File: config.mk
export PLATFORM = sky130hd
export DESIGN_NAME = grid_local_minimum_sum
export DESIGN_NICKNAME = d
export VERILOG_FILES = /design/src/rtl/core/glms_pkg.sv /design/src/rtl/core/glms_ram.sv /design/src/rtl/core/glms_cell.sv /design/src/rtl/core/glms_judge.sv /design/src/rtl/core/grid_local_minimum_sum.sv
export SDC_FILE = /design/constraint.sdc
export NUM_CORES = 2
export LEC_CHECK = 0
export ABC_AREA = 1
export BUFFER_PORTS_ARGS = -buffer_cell sky130_fd_sc_hd__buf_4
export CORE_MARGIN = 1.5
export CORE_UTILIZATION = 34
export CTS_CLUSTER_SIZE = 10
export DETAILED_ROUTE_END_ITERATION = 6
export SLEW_MARGIN = 20
export SYNTH_ARGS = -nofsm -noshare
export SYNTH_HDL_FRONTEND = slang
export SYNTH_HIERARCHICAL = 1
export SYNTH_SLANG_ARGS = --single-unit
File: constraint.sdc
create_clock -name clk_i -period 18.4 [get_ports clk_i]
set_input_delay 1.84 -clock clk_i [delete_from_list [all_inputs] [get_ports clk_i]]
set_output_delay 1.84 -clock clk_i [all_outputs]
set_load 0.02 [all_outputs]
File: src/rtl/core/glms_pkg.sv
// Shared types and constants of the grid local minimum block.
// No dependencies; the cell, judge and top files of the block refer to it by scoped names.

package glms_pkg;

  // Height digits and the out-of-grid value
  localparam int unsigned HEIGHT_W = 4;
  typedef logic [HEIGHT_W-1:0] height_t;
  localparam height_t EDGE_HEIGHT = height_t'(9);

  // Register widths, reset values and indexes
  localparam int unsigned COLS_REG_W = 8;
  localparam int unsigned ROWS_REG_W = 16;
  localparam logic [COLS_REG_W-1:0] COLS_RESET = COLS_REG_W'(100);
  localparam logic [ROWS_REG_W-1:0] ROWS_RESET = ROWS_REG_W'(100);
  localparam logic REG_GRID_COLUMNS = 1'b0;
  localparam logic REG_GRID_ROWS    = 1'b1;

  // Accumulator and result widths
  localparam int unsigned COUNT_W     = 24;
  localparam int unsigned LOW_COUNT_W = 23;
  localparam int unsigned RISK_W      = 27;

  // Control of one window cell: load takes the fill value, shift takes the neighbor
  typedef struct packed {
    logic load;
    logic shift;
  } cell_ctrl_t;

  // One cell under test and its four neighbors
  typedef struct packed {
    height_t center;
    height_t up;
    height_t down;
    height_t left;
    height_t right;
  } nbr_t;

endpackage

File: src/rtl/core/glms_ram.sv
// Generic simple dual-port RAM: one write port, one read port, registered read.
// No dependencies.

module glms_ram #(
  parameter int unsigned WIDTH = 4,
  parameter int unsigned DEPTH = 128
) (
  input  logic                     clk_i,
  input  logic                     we_i,
  input  logic [$clog2(DEPTH)-1:0] waddr_i,
  input  logic [WIDTH-1:0]         wdata_i,
  input  logic                     re_i,
  input  logic [$clog2(DEPTH)-1:0] raddr_i,
  output logic [WIDTH-1:0]         rdata_o
);

  logic [WIDTH-1:0] mem_q [DEPTH];
  logic [WIDTH-1:0] rdata_q;

  // Write port
  always_ff @(posedge clk_i) begin
    if (we_i) begin
      mem_q[waddr_i] <= wdata_i;
    end
  end

  // Registered read, held while the read is off
  always_ff @(posedge clk_i) begin
    if (re_i) begin
      rdata_q <= mem_q[raddr_i];
    end
  end

  assign rdata_o = rdata_q;

endmodule

File: src/rtl/core/glms_cell.sv
// One cell of the neighborhood window: holds a height and passes it on.
// Depends on glms_pkg for the height type and the cell control struct.

module glms_cell (
  input  logic                clk_i,
  input  glms_pkg::cell_ctrl_t ctrl_i,
  input  glms_pkg::height_t   nb_i,
  input  glms_pkg::height_t   fill_i,
  output glms_pkg::height_t   data_o
);

  glms_pkg::height_t data_q, data_d;

  // Load a fresh value, or take the neighbor's on a shift, else hold
  always_comb begin
    data_d = data_q;
    priority if (ctrl_i.load) begin
      data_d = fill_i;
    end else if (ctrl_i.shift) begin
      data_d = nb_i;
    end else begin
      data_d = data_q;
    end
  end

  always_ff @(posedge clk_i) begin
    data_q <= data_d;
  end

  assign data_o = data_q;

endmodule

File: src/rtl/core/glms_judge.sv
// Low-point test of one cell against its four neighbors, with its risk weight.
// Depends on glms_pkg for the neighbor struct.

module glms_judge (
  input  logic                en_i,
  input  glms_pkg::nbr_t      nbr_i,
  output logic                low_o,
  output logic [glms_pkg::HEIGHT_W:0] risk_o
);

  logic all_higher;

  // Require every neighbor strictly above the center
  assign all_higher = (nbr_i.up > nbr_i.center) && (nbr_i.down > nbr_i.center) &&
                      (nbr_i.left > nbr_i.center) && (nbr_i.right > nbr_i.center);

  assign low_o  = en_i && all_higher;
  assign risk_o = low_o ? ({1'b0, nbr_i.center} + (glms_pkg::HEIGHT_W+1)'(1))
                        : '0;

endmodule

File: src/rtl/core/grid_local_minimum_sum.sv
// One height word per cycle while in_ready_o is high; a frame result enters the
// output queue when the last word of the frame is accepted.
// The two line buffers give the window cells two reads and one write per cycle.
// After each register write, in_ready_o stays low through ST_FILL0 to ST_FILL4 while
// the window cells reload from the line buffers. Reset clears counters, accumulators
// and the output queue and sets both registers to 100; line buffer contents are kept.

module grid_local_minimum_sum #(
  parameter int unsigned MAX_COLUMNS = 128
) (
  input  logic        clk_i,
  input  logic        rst_ni,
  // Height stream
  input  logic        in_valid_i,
  output logic        in_ready_o,
  input  logic [3:0]  height_i,
  // Frame results
  output logic        out_valid_o,
  input  logic        out_ready_i,
  output logic [22:0] low_count_o,
  output logic [26:0] risk_sum_o,
  // Register port
  input  logic        psel,
  input  logic        penable,
  input  logic        pwrite,
  input  logic [2:0]  paddr,
  input  logic [31:0] pwdata,
  output logic [31:0] prdata,
  output logic        pready
);

  localparam int unsigned CW = $clog2(MAX_COLUMNS);
  localparam int unsigned XW = (CW > glms_pkg::COLS_REG_W) ? CW : glms_pkg::COLS_REG_W;
  localparam logic [CW-1:0] COL_LAST_MAX = CW'(MAX_COLUMNS - 1);
  localparam int unsigned RW = glms_pkg::ROWS_REG_W;
  localparam int unsigned IW = glms_pkg::HEIGHT_W + 3;

  typedef enum logic [5:0] {
    ST_RUN   = 6'b000001,
    ST_FILL0 = 6'b000010,
    ST_FILL1 = 6'b000100,
    ST_FILL2 = 6'b001000,
    ST_FILL3 = 6'b010000,
    ST_FILL4 = 6'b100000
  } fill_state_e;

  typedef struct packed {
    logic [glms_pkg::LOW_COUNT_W-1:0] low_count;
    logic [glms_pkg::RISK_W-1:0]      risk_sum;
  } result_t;

  // ---------------------------------------------------------------------------
  // Register port
  // ---------------------------------------------------------------------------
  logic [glms_pkg::COLS_REG_W-1:0] grid_columns_q;
  logic [RW-1:0]                   grid_rows_q;
  logic                            cfg_write;

  assign pready    = 1'b1;
  assign cfg_write = psel && penable && pwrite;

  always_ff @(posedge clk_i or negedge rst_ni) begin
    if (!rst_ni) begin
      grid_columns_q <= glms_pkg::COLS_RESET;
      grid_rows_q    <= glms_pkg::ROWS_RESET;
    end else if (cfg_write) begin
      unique case (paddr[2])
        glms_pkg::REG_GRID_COLUMNS: grid_columns_q <= pwdata[glms_pkg::COLS_REG_W-1:0];
        glms_pkg::REG_GRID_ROWS:    grid_rows_q    <= pwdata[RW-1:0];
        default: ;
      endcase
    end
  end

  always_comb begin
    unique case (paddr[2])
      glms_pkg::REG_GRID_COLUMNS: prdata = 32'(grid_columns_q);
      glms_pkg::REG_GRID_ROWS:    prdata = 32'(grid_rows_q);
      default:                    prdata = '0;
    endcase
  end

  // ---------------------------------------------------------------------------
  // Position in the frame
  // ---------------------------------------------------------------------------
  logic [CW-1:0] column_index_q, column_index_d;
  logic [RW-1:0] row_index_q, row_index_d;
  logic [XW-1:0] gc_x, gm1_x;
  logic [CW-1:0] cols_m1, col, next_col;
  logic [RW-1:0] rows_m1;
  logic          last_col, last_row, frame_end;
  logic          row_ge1, row_ge2, col_ge1, col_ge2;
  logic          cur_bank, next_bank;
  logic          in_accept;

  // Clamp the column count to 1..MAX_COLUMNS and the row count to at least one
  assign gc_x    = XW'(grid_columns_q);
  assign gm1_x   = gc_x - XW'(1);
  assign cols_m1 = (grid_columns_q == '0) ? '0 :
                   (gm1_x > XW'(COL_LAST_MAX)) ? COL_LAST_MAX : gm1_x[CW-1:0];
  assign rows_m1 = (grid_rows_q == '0) ? '0 : grid_rows_q - RW'(1);

  assign col       = (column_index_q > cols_m1) ? cols_m1 : column_index_q;
  assign last_col  = (col == cols_m1);
  assign last_row  = (row_index_q >= rows_m1);
  assign frame_end = last_col && last_row;
  assign row_ge1   = (row_index_q != '0);
  assign row_ge2   = (row_index_q[RW-1:1] != '0);
  assign col_ge1   = (col != '0);
  assign col_ge2   = ({1'b0, col} >= (CW+1)'(2));
  assign cur_bank  = row_index_q[0];

  // Advance column, then row, wrapping to the frame start
  always_comb begin
    next_col       = last_col ? '0 : col + CW'(1);
    column_index_d = next_col;
    row_index_d    = row_index_q;
    if (last_col) begin
      row_index_d = last_row ? '0 : row_index_q + RW'(1);
    end
  end
  assign next_bank = row_index_d[0];

  always_ff @(posedge clk_i or negedge rst_ni) begin
    if (!rst_ni) begin
      column_index_q <= '0;
      row_index_q    <= '0;
    end else if (in_accept) begin
      column_index_q <= column_index_d;
      row_index_q    <= row_index_d;
    end
  end

  // ---------------------------------------------------------------------------
  // Window reload sequencer
  // ---------------------------------------------------------------------------
  fill_state_e state_q, state_d;

  always_comb begin
    unique case (state_q)
      ST_FILL0: state_d = ST_FILL1;
      ST_FILL1: state_d = ST_FILL2;
      ST_FILL2: state_d = ST_FILL3;
      ST_FILL3: state_d = ST_FILL4;
      ST_FILL4: state_d = ST_RUN;
      default:  state_d = ST_RUN;
    endcase
    if (cfg_write) begin
      state_d = ST_FILL0;
    end
  end

  always_ff @(posedge clk_i or negedge rst_ni) begin
    if (!rst_ni) begin
      state_q <= ST_RUN;
    end else begin
      state_q <= state_d;
    end
  end

  // ---------------------------------------------------------------------------
  // Line buffers: one bank per row parity
  // ---------------------------------------------------------------------------
  glms_pkg::height_t height;
  glms_pkg::height_t rd_data [2];
  glms_pkg::height_t d_ram, c_ram;
  logic [CW-1:0]     rd_base, cur_raddr, prev_raddr;
  logic              rd_en, rd_bank;

  assign height = height_i;

  // Pick the read base: next position on a word, reload steps otherwise
  always_comb begin
    unique case (state_q)
      ST_FILL0: rd_base = '0;
      ST_FILL1: rd_base = CW'(1);
      ST_FILL2: rd_base = col - CW'(2);
      ST_FILL3: rd_base = col - CW'(1);
      ST_FILL4: rd_base = col;
      default:  rd_base = next_col;
    endcase
  end

  assign cur_raddr  = rd_base;
  assign prev_raddr = rd_base + CW'(1);
  assign rd_en      = in_accept || (state_q != ST_RUN);
  assign rd_bank    = in_accept ? next_bank : cur_bank;

  for (genvar b = 0; b < 2; b++) begin : g_bank
    glms_ram #(
      .WIDTH(glms_pkg::HEIGHT_W),
      .DEPTH(MAX_COLUMNS)
    ) u_ram (
      .clk_i   (clk_i),
      .we_i    (in_accept && (cur_bank == 1'(b))),
      .waddr_i (col),
      .wdata_i (height),
      .re_i    (rd_en),
      .raddr_i ((rd_bank == 1'(b)) ? cur_raddr : prev_raddr),
      .rdata_o (rd_data[b])
    );
  end

  // Row two above from the current bank, previous row from the other
  assign d_ram = rd_data[cur_bank];
  assign c_ram = rd_data[~cur_bank];

  // ---------------------------------------------------------------------------
  // Row start holds: first two cells of the row being written
  // ---------------------------------------------------------------------------
  glms_pkg::height_t h0_q, h1_q, c_hold_q, b_rowend;
  glms_pkg::height_t c_eff;
  logic              row_start_q;

  always_ff @(posedge clk_i) begin
    if (state_q == ST_FILL1) begin
      h0_q <= d_ram;
    end else if (in_accept && (col == '0)) begin
      h0_q <= height;
    end
    if (state_q == ST_FILL2) begin
      h1_q <= d_ram;
    end else if (in_accept && (col == CW'(1))) begin
      h1_q <= height;
    end
    if (in_accept && last_col) begin
      c_hold_q <= (col == CW'(1)) ? height : h1_q;
    end
  end

  always_ff @(posedge clk_i or negedge rst_ni) begin
    if (!rst_ni) begin
      row_start_q <= 1'b0;
    end else if (state_q != ST_RUN) begin
      row_start_q <= 1'b0;
    end else if (in_accept) begin
      row_start_q <= last_col;
    end
  end

  assign b_rowend = (col == '0) ? height : h0_q;
  assign c_eff    = row_start_q ? c_hold_q : c_ram;

  // ---------------------------------------------------------------------------
  // Window cells: upper chain A <- B <- C, lower chain F <- E <- height
  // ---------------------------------------------------------------------------
  glms_pkg::cell_ctrl_t ctrl_a, ctrl_b, ctrl_e, ctrl_f;
  glms_pkg::height_t    win_a, win_b, win_e, win_f, fill_b;

  assign ctrl_a = '{load: state_q == ST_FILL3, shift: in_accept};
  assign ctrl_f = '{load: state_q == ST_FILL3, shift: in_accept};
  assign ctrl_e = '{load: state_q == ST_FILL4, shift: in_accept};
  assign ctrl_b = '{load: (state_q == ST_FILL4) || (in_accept && last_col),
                    shift: in_accept};
  assign fill_b = (state_q == ST_FILL4) ? c_ram : b_rowend;

  glms_cell u_cell_a (.clk_i(clk_i), .ctrl_i(ctrl_a), .nb_i(win_b),  .fill_i(c_ram),
                      .data_o(win_a));
  glms_cell u_cell_b (.clk_i(clk_i), .ctrl_i(ctrl_b), .nb_i(c_eff),  .fill_i(fill_b),
                      .data_o(win_b));
  glms_cell u_cell_e (.clk_i(clk_i), .ctrl_i(ctrl_e), .nb_i(height), .fill_i(d_ram),
                      .data_o(win_e));
  glms_cell u_cell_f (.clk_i(clk_i), .ctrl_i(ctrl_f), .nb_i(win_e),  .fill_i(d_ram),
                      .data_o(win_f));

  // ---------------------------------------------------------------------------
  // Low-point tests: cell above, last-row cell to the left, last-row cell itself
  // ---------------------------------------------------------------------------
  glms_pkg::nbr_t              nbr_above, nbr_left, nbr_self;
  logic                        low_above, low_left, low_self;
  logic [glms_pkg::HEIGHT_W:0] risk_above, risk_left, risk_self;

  assign nbr_above = '{center: win_b,
                       up:     row_ge2 ? d_ram : glms_pkg::EDGE_HEIGHT,
                       down:   height,
                       left:   col_ge1 ? win_a : glms_pkg::EDGE_HEIGHT,
                       right:  last_col ? glms_pkg::EDGE_HEIGHT : c_eff};
  assign nbr_left  = '{center: win_e,
                       up:     row_ge1 ? win_a : glms_pkg::EDGE_HEIGHT,
                       down:   glms_pkg::EDGE_HEIGHT,
                       left:   col_ge2 ? win_f : glms_pkg::EDGE_HEIGHT,
                       right:  height};
  assign nbr_self  = '{center: height,
                       up:     row_ge1 ? win_b : glms_pkg::EDGE_HEIGHT,
                       down:   glms_pkg::EDGE_HEIGHT,
                       left:   col_ge1 ? win_e : glms_pkg::EDGE_HEIGHT,
                       right:  glms_pkg::EDGE_HEIGHT};

  glms_judge u_judge_above (.en_i(row_ge1), .nbr_i(nbr_above), .low_o(low_above),
                            .risk_o(risk_above));
  glms_judge u_judge_left  (.en_i(last_row && col_ge1), .nbr_i(nbr_left),
                            .low_o(low_left), .risk_o(risk_left));
  glms_judge u_judge_self  (.en_i(frame_end), .nbr_i(nbr_self), .low_o(low_self),
                            .risk_o(risk_self));

  // ---------------------------------------------------------------------------
  // Accumulators
  // ---------------------------------------------------------------------------
  logic [glms_pkg::COUNT_W-1:0] count_q, count_next;
  logic [glms_pkg::RISK_W-1:0]  risk_q, risk_next;
  logic [1:0]                   count_inc;
  logic [IW-1:0]                risk_inc;

  assign count_inc  = 2'(low_above) + 2'(low_left) + 2'(low_self);
  assign risk_inc   = IW'(risk_above) + IW'(risk_left) + IW'(risk_self);
  assign count_next = count_q + glms_pkg::COUNT_W'(count_inc);
  assign risk_next  = risk_q + glms_pkg::RISK_W'(risk_inc);

  always_ff @(posedge clk_i or negedge rst_ni) begin
    if (!rst_ni) begin
      count_q <= '0;
      risk_q  <= '0;
    end else if (in_accept) begin
      count_q <= frame_end ? '0 : count_next;
      risk_q  <= frame_end ? '0 : risk_next;
    end
  end

  // ---------------------------------------------------------------------------
  // Two-word output queue: head drives the port, the second word absorbs a stall
  // ---------------------------------------------------------------------------
  result_t head_q, tail_q, new_word;
  logic    head_vld_q, tail_vld_q;
  logic    push, pop;

  assign new_word = '{low_count: count_next[glms_pkg::LOW_COUNT_W-1:0],
                      risk_sum:  risk_next};
  assign push     = in_accept && frame_end;
  assign pop      = head_vld_q && out_ready_i;

  always_ff @(posedge clk_i or negedge rst_ni) begin
    if (!rst_ni) begin
      head_vld_q <= 1'b0;
      tail_vld_q <= 1'b0;
    end else begin
      priority if (pop && push) begin
        head_vld_q <= 1'b1;
        tail_vld_q <= tail_vld_q;
      end else if (pop) begin
        head_vld_q <= tail_vld_q;
        tail_vld_q <= 1'b0;
      end else if (push) begin
        head_vld_q <= 1'b1;
        tail_vld_q <= head_vld_q;
      end else begin
        head_vld_q <= head_vld_q;
        tail_vld_q <= tail_vld_q;
      end
    end
  end

  always_ff @(posedge clk_i) begin
    priority if (pop && push) begin
      head_q <= tail_vld_q ? tail_q : new_word;
      tail_q <= new_word;
    end else if (pop) begin
      head_q <= tail_q;
    end else if (push) begin
      if (head_vld_q) begin
        tail_q <= new_word;
      end else begin
        head_q <= new_word;
      end
    end else begin
      head_q <= head_q;
      tail_q <= tail_q;
    end
  end

  // Stall during a window reload, and stall a frame-closing word when the queue is full
  assign in_ready_o  = (state_q == ST_RUN) && !(frame_end && tail_vld_q);
  assign in_accept   = in_valid_i && in_ready_o;
  assign out_valid_o = head_vld_q;
  assign low_count_o = head_q.low_count;
  assign risk_sum_o  = head_q.risk_sum;

  // ---------------------------------------------------------------------------
  // Assertions
  // ---------------------------------------------------------------------------
  a_queue_order: assert property (@(posedge clk_i) disable iff (!rst_ni)
    tail_vld_q |-> head_vld_q)
    else $error("output queue holds a second word without a head word");

  a_reload_stall: assert property (@(posedge clk_i) disable iff (!rst_ni)
    cfg_write |=> !in_ready_o)
    else $error("word taken while the window reloads");

  a_frame_clear: assert property (@(posedge clk_i) disable iff (!rst_ni)
    (in_accept && frame_end) |=> (count_q == '0) && (risk_q == '0) &&
                                 (row_index_q == '0) && (column_index_q == '0))
    else $error("frame counters not cleared after the last word");

  a_col_bound: assert property (@(posedge clk_i) disable iff (!rst_ni)
    in_accept |=> (column_index_q <= $past(cols_m1)))
    else $error("column index ran past the row end");

  a_result_push: assert property (@(posedge clk_i) disable iff (!rst_ni)
    (in_accept && frame_end) |=> out_valid_o)
    else $error("frame result missing after the last word");

endmodule
==> results list <==
* Peak per-stage delay on the critical path: 490 ps
- Die area: ~0.18 mm^2
- CTS hold repair buffers: 0
* Number of buffers created by CTS: roughly 150
- Placer congestion estimate: 0.8179
- CP Launch Type: flop
* Cell type with the largest total area after synthesis: sky130_fd_sc_hd__edfxtp_1
* Vias: 41460
* CTS tree: built
- In this run, post-CTS repair resized a total of 0 instances.
- In this run the horizontal extent of the chip is 419.5 um.
* Pre-CTS setup slack: 9744 ps
- The longest clock path from root to sink contains 3 buffers.
- In this run the worst setup path begins at gc_x[3].
* Sequential cell area fraction in the yosys report: 0.6358
* Setup_tns: 0 ps
- The number of global-route vias before repair is 40100.
* Status: complete, no violations
- Remaining routing DRC violations: 0
- The number of failing hold endpoints at the final stage is 0.
- Synthesis-to-finish area growth: 11.40%
- Final layout net count: 5962
* Row count: 152
* Number of cells produced by synthesis: between 5000 and 6000
- Measured against its own limit, the worst slew margin works out to 0.2313.
- Detailed Route Iter0 Violations: 3929
- The synthesized netlist occupies a cell area of 0.05897 mm^2.
- The count of nets left with antenna violations once routing finished came out at 0.
* Post-synth top area share: 0.5907
- The H-tree generated during clock tree synthesis spans 4 levels.
- Entering global routing, the biggest net connects 178 pins.
- The pre-antenna-repair detailed-routing pass consisted of 6 iterations.
- Worst Min Path Start: risk_q[26]
- The count of pins over their slew limit was 0.
- Cell type with the highest occurrence count on the critical path: sky130_fd_sc_hd__nand2_1
- Number of buffers and inverters on the critical path: 5
- In the final layout, the share of cells above drive strength 1 is 0.07644.
- Transition at the pin with the smallest max-transition slack: 1150 ps
* Routed wire length: around 150000 um
- STA puts the critical path data arrival time at 9350 ps.
- Max Clk Rate: 114.9 MHz
* Master of the slowest instance on the critical path: sky130_fd_sc_hd__fa_1
- Along the worst path, the maximum fanout reaches 15.
- Number of sinks handled by clock tree synthesis: 1266
* Overall die height: 419.5 um
* I/O Pins: 131
- Setup slack closes at 9696 ps.
- Synth Flop Type: sky130_fd_sc_hd__edfxtp_1
- 0 antenna diodes ended up in the layout.
- Between clock sinks in the finished design, the worst skew comes to 46.59 ps.
* Time the final worst path needs with I/O delays and setup: 8704 ps
* Reg2Reg Capture Point: risk_sum_o[23]
- Dividing the final minimum period by the clock period gives 0.4730.
- Clock Tree Root: sky130_fd_sc_hd__clkbuf_16
- Area of the core: 0.1719 mm^2
* Count of cells along the worst hold path: 2
- FFs w/ async S/R, synth: 0.08373
* PortBufs: 95
- Number of unique standard cell types used by synthesis: 52
- The worst setup path is of the flop to flop kind.
- In this run the worst hold path is classified as flop to flop.
- Number of storage elements in the synthesis netlist: 1266
- Initial Utilization: 0.3430
* Endpoints failing setup: 0
- Cells taking the most area after synthesis: sky130_fd_sc_hd__edfxtp_1, sky130_fd_sc_hd__nand2_1, sky130_fd_sc_hd__nand3_1
- The kind of cell with the highest combined delay along the critical path is simple AND/OR/NAND/NOR gates.
- Max-capacitance violation count: 0
- The path with the worst hold slack has its endpoint at risk_q[26].
- The first global-routing pass estimated 229700 um of wire.
- After global routing the overflow that remains totals 0.
- In the global route stage, overall resource usage came out at 0.1661.
- In the layout the commonest cells are sky130_fd_sc_hd__nand2_1, sky130_fd_sc_hd__edfxtp_1, sky130_fd_sc_hd__nand3_1.
- The number of antenna violations at the first check in global routing is 1.
- Detailed placement finished with a half-perimeter wire length of ~87000 um.
- Clock latency of the later-clocked register in the worst-skew pair: 790 ps
- Most common cell after layout, fill and taps aside: sky130_fd_sc_hd__nand2_1
* Slack of the worst reg-to-reg path: 9700 ps
- STA puts the critical path data required time at 19040 ps.
* R2r startpoint: gc_x[3]
- The worst register-to-register path has a depth of 46.
* Clock-pin slew on the worst setup and hold paths: 60 ps
- Total setup buffers inserted after CTS: 0
* Number of flops mapped to enable cells by yosys: 1160
- Setup repair after global routing missed its margin: no
- During synthesis, Yosys emitted a total of 6 warnings.
- CP endpoint kind: flop
* Avg Vias per Cell: ~5.1
* Mean instance size in the synthesized netlist: 10.18 um^2
* Wire per inst: roughly 18 um
## worst register-to-register path, delay by kind of cell, from the launching register on
family	cells	cell delay [ps]
DFF	1	460
adders and majority gates	7	2430
xor gates and xnor gates	1	310
buffers and inverters	5	810
and+or+nand+nor	31	4190
AOI/OAI and AO/OA	2	360
## kinds of logic (layout without fill, tap and decap cells)
kind of cell | Yosys count | count (layout) | share of synthesized area
AND/OR/NAND/NOR | 3369 | 3369 | 0.2433
flip-flops | 1266 | 1266 | 0.6358
buffers and inverters | 619 | 659 | 0.05177
AO/OA/AOI/OAI | 348 | 348 | 0.03153
adder cells (fa/ha/maj) | 113 | 113 | 0.02550
XOR/XNOR | 69 | 69 | 0.01038
multiplexers | 8 | 8 | 0.001528
other | 2 | 29 | 0.0001274
## flip-flops by register name (all words and copies together), names as in the netlist, 6 cells and up
name and cells:
risk_sum_o 27, gc_x 8, risk_q 27, low_count_o 23, tail_q 50, column_index_q 7
g_bank.u_ram/rdata_o 8, count_q 23, row_index_q 16, g_bank.u_ram/mem_q 1024, grid_rows_q 16, state_q 6
## cell usage after synthesis, drive strengths merged (8+ instances only)
library cell	count
clkbuf	84
o31ai	9
inv	295
ha	101
xor2	57
mux2	8
o22ai	43
a21oi	56
fa	12
nor2	495
o21ai	235
or2	16
nor3	34
xnor2	12
edfxtp	1160
nor4	10
nand4	22
nand2	1697
dfrtp	99
nand3	1090
buf	238
## layout make-up
| type | count | area (um^2) |
|---|---|---|
| clock inverters | 24 | 483.0 |
| multi-input cells | 3936 | 18620 |
| clock buffers | 185 | 3874 |
| flip-flops and latches | 1266 | 37500 |
| well taps | 2310 | 2890 |
| repair buffers | 153 | 1199 |
| fillers | 16870 | 106200 |
| inverters | 297 | 1136 |
## metal layers
layer | track usage | up-vias | wire length [um]
li1 | - | 19820 | -
met1 | 0.2257 | 20110 | 65520
met3 | 0.02695 | 233 | 8678
met4 | 0.04649 | 0 | 3255
met5 | 0 | - | 0
met2 | 0.2738 | 1292 | 70120
## how the worst max path moves through the flow
stage                      to  cells past startpoint
5_1_grt        risk_sum_o[23]                     49
3_5_place_dp   risk_sum_o[23]                     47
4_1_cts        risk_sum_o[23]                     49
3_3_place_gp   risk_sum_o[23]                     49
6_report       risk_sum_o[23]                     46
2_1_floorplan  risk_sum_o[21]                     48
## metrics by stage
step | util | instance area (um^2) | cells | hold slack, ps
2_1_floorplan | - | 59070 | 5821 | 459.4
3_3_place_gp | 0.3567 | 61330 | 7962 | 477.1
3_5_place_dp | 0.3568 | 61340 | 7962 | 486.9
4_1_cts | 0.3821 | 65690 | 8171 | 502.8
5_1_grt | 0.3821 | 65690 | 8171 | 519.9
6_report | 0.3821 | 65690 | 8171 | 498.1
Power is left out: the tool's default activity adds up to more than one toggle a clock period on the data nets, which glitch-free logic cannot reach.
